<file path="src/ptr_pkg.sv">
// shared types, widths and codes for the page translation block
// used by the interfaces, the controller, the datapath and the top level
package ptr_pkg;

   localparam int VA_W    = 32;
   localparam int PA_W    = 20;
   localparam int TOTAL_W = 32;
   localparam int STAMP_W = 64;

   localparam int DEF_VIRTUAL_PAGES   = 64;
   localparam int DEF_PHYSICAL_FRAMES = 16;

   localparam int                  OFS_BITS_W   = 5;
   localparam logic [OFS_BITS_W-1:0] OFS_BITS_MIN = 5'd4;
   localparam logic [OFS_BITS_W-1:0] OFS_BITS_MAX = 5'd16;
   localparam logic [OFS_BITS_W-1:0] OFS_BITS_RST = 5'd12;

   localparam int CSR_ADDR_W = 3;
   localparam int CSR_DATA_W = 32;

   typedef enum logic {
      REG_POLICY      = 1'b0,
      REG_OFFSET_BITS = 1'b1
   } reg_idx_type;

   typedef enum logic {
      POLICY_FIFO = 1'b0,
      POLICY_LRU  = 1'b1
   } policy_type;

   typedef enum logic [2:0] {
      ST_CLEAR,
      ST_IDLE,
      ST_DECODE,
      ST_LOOKUP,
      ST_SEARCH,
      ST_EVICT,
      ST_LOAD,
      ST_FINISH
   } state_type;

   typedef struct packed {
      logic capture;
      logic lookup_rd;
      logic hit;
      logic fault;
      logic alloc;
      logic scan_start;
      logic scan_step;
      logic evict;
      logic load;
      logic clear_step;
      logic out_load;
   } cmd_type;

   typedef struct packed {
      logic addr_err;
      logic entry_valid;
      logic frames_left;
      logic scan_last;
      logic clear_last;
      logic out_free;
   } sts_type;

endpackage

</file>
<file path="src/ptr_ctrl.sv">
// controller state machine: sequences lookup, allocation, victim scan and response
// depends on ptr_pkg
module ptr_ctrl (
   input  logic                clock,
   input  logic                reset,
   input  logic                req_valid,
   output logic                req_ready,
   input  ptr_pkg::policy_type policy,
   input  ptr_pkg::sts_type    sts,
   output ptr_pkg::cmd_type    cmd
);
   import ptr_pkg::*;

   state_type state_ff, state_in;

   always_ff @(posedge clock) begin
      if (reset) begin
         state_ff <= ST_CLEAR;
      end else begin
         state_ff <= state_in;
      end
   end

   always_comb begin
      state_in  = state_ff;
      cmd       = '0;
      req_ready = 1'b0;
      unique case (state_ff)
         ST_CLEAR: begin
            cmd.clear_step = 1'b1;
            if (sts.clear_last) begin
               state_in = ST_IDLE;
            end
         end
         ST_IDLE: begin
            req_ready = 1'b1;
            if (req_valid) begin
               cmd.capture = 1'b1;
               state_in    = ST_DECODE;
            end
         end
         ST_DECODE: begin
            if (sts.addr_err) begin
               state_in = ST_FINISH;
            end else begin
               cmd.lookup_rd = 1'b1;
               state_in      = ST_LOOKUP;
            end
         end
         ST_LOOKUP: begin
            if (sts.entry_valid) begin
               cmd.hit  = 1'b1;
               state_in = (policy == POLICY_LRU) ? ST_LOAD : ST_FINISH;
            end else begin
               cmd.fault = 1'b1;
               if (sts.frames_left) begin
                  cmd.alloc = 1'b1;
                  state_in  = ST_LOAD;
               end else begin
                  cmd.scan_start = 1'b1;
                  state_in       = ST_SEARCH;
               end
            end
         end
         ST_SEARCH: begin
            cmd.scan_step = 1'b1;
            if (sts.scan_last) begin
               state_in = ST_EVICT;
            end
         end
         ST_EVICT: begin
            cmd.evict = 1'b1;
            state_in  = ST_LOAD;
         end
         ST_LOAD: begin
            cmd.load = 1'b1;
            state_in = ST_FINISH;
         end
         ST_FINISH: begin
            if (sts.out_free) begin
               cmd.out_load = 1'b1;
               state_in     = ST_IDLE;
            end
         end
         default: begin
            state_in = ST_IDLE;
         end
      endcase
   end

`ifndef NO_ASSERTIONS
   a_scan_full : assert property (@(posedge clock) disable iff (reset)
      state_ff == ST_SEARCH |-> !sts.frames_left)
      else $error("victim scan while a frame is still free");

   a_out_free : assert property (@(posedge clock) disable iff (reset)
      cmd.out_load |-> sts.out_free)
      else $error("response register overwritten while occupied");

   a_evict_order : assert property (@(posedge clock) disable iff (reset)
      state_ff == ST_EVICT |-> $past(state_ff) == ST_SEARCH)
      else $error("eviction without a completed scan");
`endif

endmodule

</file>
<file path="config.mk">
export PLATFORM = sky130hd
export DESIGN_NAME = ptr_ctrl
export DESIGN_NICKNAME = d
export VERILOG_FILES = /design/src/ptr_pkg.sv /design/src/ptr_ctrl.sv
export SDC_FILE = /design/constraint.sdc
export NUM_CORES = 1
export LEC_CHECK = 0
export BUFFER_PORTS_ARGS = -buffer_cell sky130_fd_sc_hd__buf_2
export CORE_AREA = 2 2 39 41
export DETAILED_ROUTE_END_ITERATION = 10
export DIE_AREA = 0 0 41 43
export MAX_ROUTING_LAYER = met4
export SYNTH_ARGS = -nofsm -noshare
export SYNTH_HDL_FRONTEND = slang
export SYNTH_SLANG_ARGS = --single-unit
</file>
<file path="constraint.sdc">
create_clock -name clock -period 1.05 [get_ports clock]
set_clock_uncertainty 0.05 [all_clocks]
set_input_delay 0 -clock clock [delete_from_list [all_inputs] [get_ports clock]]
set_output_delay 0 -clock clock [all_outputs]
set_load 0.1 [all_outputs]
</file>
Yosys cells after proc, flatten, opt, wreduce, memory -nomap -nowiden

Cells that the tools add are included.

Output and inout port bits: 12
Word-level logic and storage cells: 39
Register bits after elaboration: 3

Equality and inequality tests: 11
Multiplexer cells: 25
Reduce and logical (&&, ||, !) cells: 2

Operator list:

| operator                                            | count |
|---|---|
| case mux 3 bit (8 select lines)                     | 1 |
| two-way mux 3 bit                                   | 7 |
| two-way mux 1 bit                                   | 15 |
| equality test 3 bit, second input constant          | 4 |
| inequality test 2 bit, second input constant        | 4 |
| equality test 3 x 2 -> 1 bit, second input constant | 2 |
| two-way mux 4 bit                                   | 1 |
| AND reduction 4 bit                                 | 1 |
| equality test 3 x 1 -> 1 bit, second input constant | 1 |
| zero test 3 bit                                     | 1 |
| two-way mux 2 bit                                   | 1 |

Longest topological paths before layout

Word-level depth: 3
Depth in mapped cells: 5

Least setup slack after synthesis

Ideal clock, no wire load.

Path type: register to output
From: register state_ff[0]
To: output cmd[10] in the netlist's numbering
Cell stages (with the launch flop): 4
Data required time: 1.000 ns
Path buffers: 1
Setup slack: -2.697 ns
Data arrival time: 3.697 ns
Cells stage by stage: dfxtp_1 buf_4 nor3b_1 and2_1

RTL lines:

| item                   | RTL line       | text |
|---|---|---|
| start, declared        | ptr_ctrl.sv:14 | `state_type state_ff, state_in;` |
| start signal, assigned | ptr_ctrl.sv:20 | `state_ff <= state_in;` |
| end, declared          | ptr_ctrl.sv:10 | `output ptr_pkg::cmd_type cmd` |

==> results.yml <==
clock_network:
  clk_pin_slew_ns: 0.04
  clockBufferDepth: 2
  htreeDepth: 1
  clkLatencyLatePin_ns: 0.23
  cts_made_buffers: 3
  cts_sinks: 3
  cts_tree: "done"
  root_buffer: "clkbuf_4"
power:
  combPwrFrac: 0.671
  p_sw_frac: 0.4440
  power_leakage_nw: 0.3918
  switchingPower_w: 0.0004961
  ir_drop_uv: 598.6
  clkPwrFrac: 0.182
  seq_power_share: 0.147
  p_int_w: 0.0006213
  powerDensity_nw_per_um2: 1126
  power_w: 0.001117
die:
  dieArea_sq_um: 1763
  io_pins: 22
  die_h_microns: 43
  rows: 14
  die_w_microns: 41
  initial_utilization: 0.2324
  design.core.area_sq_um: 1384
worst_setup_path:
  cpPeakStageDelay_ns: 0.37
  start_kind: "register"
  cp_max_fo: 5
  path_cells: "buf_6 > nor3b_4 > and2_4 > buf_12"
  cpMaxStageDelayCell: "dfxtp_4"
  required_ns: 1.00
  path_buf_inv: 2
  reg2reg_slack_ns: -0.16
  crit_end: "cmd[10]"
  crit_start: "state_ff[1]"
  critPathKind: "register to output port"
  worst-r2r-cell-count: 4
  r2r-start: "state_ff[2]"
  arrival_ns: 1.28
  crit_family: "simple AND/OR/NAND/NOR gates"
  critPathCaptureType: "output port"
  reg2reg_to: "state_ff[2]"
  cp.depth: 4
timing:
  setup_viol: 15
  fin_ws_ns: -0.2766
  hold_viol: 0
  fmax_mhz: 753.8
  drv_slew: 0
  period_share: 1.263
  grt_setup_unrepaired: "yes"
  relSlewSlack: 0.8223
  fin_tns_setup_ns: -3.321
  worst_pin_slew_ns: 0.2646
  fin_crit_ns: 1.327
finish:
  regArea_sq_um: 71.32
  diodes: 0
  num-fill-cells: 92
  area_growth_pct: 208.6
  multi_input_area_sq_um: 377.9
  largest_reg_flops: 3
  drive_above_1_share: 0.8293
  reg.largest.list: "state_ff (3)"
  design_area_sq_um: 992.2
  largest-register: "state_ff"
  final_nets: 93
placement:
  pre_cts_ws_ns: -0.1586
  post_dp_cell_area_sq_um: 805.8
  port_buffers: 21
  dp_hpwl_microns: 902.4
  gp_congestion: 0.8070
global_route:
  grt_pass1_vias: 475
  grt.busiest_layer: "met2"
  gr-usage-met3: 0.04188
  grt.met2_usage: 0.2906
  grt_max_degree: 9
  gr-total-overflow: 0
  grt_pass1_wl_microns: 2049
  antenna_found_initial: 0
  grt_use_total: 0.1749
  use_met1: 0.1833
synthesis:
  syn_area_per_cell_sq_um: 7.843
  synth.cell_area_sq_um: 321.6
  async_flop_share: 0
  yosysUniqueCellTypes: 28
  syn_inst: 41
  synth-main-ff-cell: "dfxtp_1"
  synth_seq_area_share: 0.1868
  synthTopCellsByCount: "3 x and2_1, 3 x dfxtp_1, 3 x nor3b_1"
  synth-seq-cells: 3
  syn-num-nets: 51
  synth_warnings: 0
  yosys-top-cells-area: "dfxtp_1 19%, nor3b_1 7.0%, mux2i_1 6.2%"
  synth-edff-count: 0
  synth.largest_area_cell: "dfxtp_1"
  synth_top_cell_area_share: 0.1868
detailed_routing:
  vias: 477
  post_drt_wl_per_cell_microns: 13.00
  drt-initial-drc-count: 7
  dr.pass1.iters: 4
  viasPerCell: 4.867
  drcViolationCount: 0
  ant_nets: 0
  wl_microns: 1274
hold_path:
  min-delay-start: "req_valid"
  hp-class: "primary input to register"
outcome:
  violations: "setup timing"
  outcome: "finished with violations"
flow_run:
  drv_cap: 0
==> worst reg2reg max path, cell delays in order (launching register included) <==
cell and delay (ns):
dfxtp_4 0.37, buf_4 0.14, mux2i_2 0.16, a211oi_2 0.22, mux2i_1 0.20
==> per-layer routing <==
metal	wire [microns]	part of all wire
met3	64	0.050
met5	0	0
met1	465	0.36
met2	743	0.58
met4	0	0
==> power groups by stage <==
stage	sequential (W)	clock, W	combinational (W)
finish	0.000165	0.000203	0.000750
floorplan	0.000141	0	0.000428
global placement	0.000168	0	0.000615
detailed placement	0.000169	0	0.000621
CTS	0.000162	0.000213	0.000722
global route	0.000168	0.000221	0.000782
==> repair_timing <==
item | 4_1_cts | 5_1_grt
hold buffers | 1 | 0
gates resized for setup | 18 | 4
pin swaps | 12 | 7
setup endpoints to repair | 15 | 15
buffers inserted | 7 | 3
hold endpoints to repair | 2 | 0
==> cell families (layout without fill, tap and decap cells) <==
logic type,Yosys count,in the layout,share of synthesized area
buf+inv,6,47,0.1206
flops,3,3,0.1868
mux,2,2,0.06226
simple gates,21,21,0.4164
compound gates,9,9,0.2140
==> through the flow <==
stage	cells	utilization	hold WS, ns
global route	98	0.7170	0.09513
global placement	85	0.5823	0.1550
finish	98	0.7170	0.09105
detailed placement	85	0.5823	0.1505
CTS	96	0.6935	0.09453
floorplan	41	-	0.01532
==> layout make-up <==
cell class | count | share of cell area
Clock buffer | 4 | 0.02648
Inverter | 2 | 0.01135
Multi-Input combinational cell | 32 | 0.3808
Sequential cell | 3 | 0.07188
Tap cell | 16 | 0.02018
Timing Repair Buffer | 41 | 0.4893
==> placed cells by master, fill, tap and decap left out, types with 2 or more instances in the layout <==
cell type / count
clkbuf_4: 3
buf_4: 12
and2_4: 3
nor4_4: 2
nor3_4: 2
buf_2: 9
nor2_2: 2
buf_6: 4
nor3b_4: 3
dfxtp_4: 3
buf_12: 14
==> how the worst min path moves through the flow <==
stage	end	slack, ns	depth (start not counted)
final	state_ff[0]	0.09	4
after global routing	state_ff[0]	0.1	4
after CTS	state_ff[0]	0.09	4
after global placement	state_ff[1]	0.15	2
after floorplan	state_ff[1]	0.02	1
after detailed placement	state_ff[1]	0.15	2
Note: power is estimated with default switching activity, not from simulation.
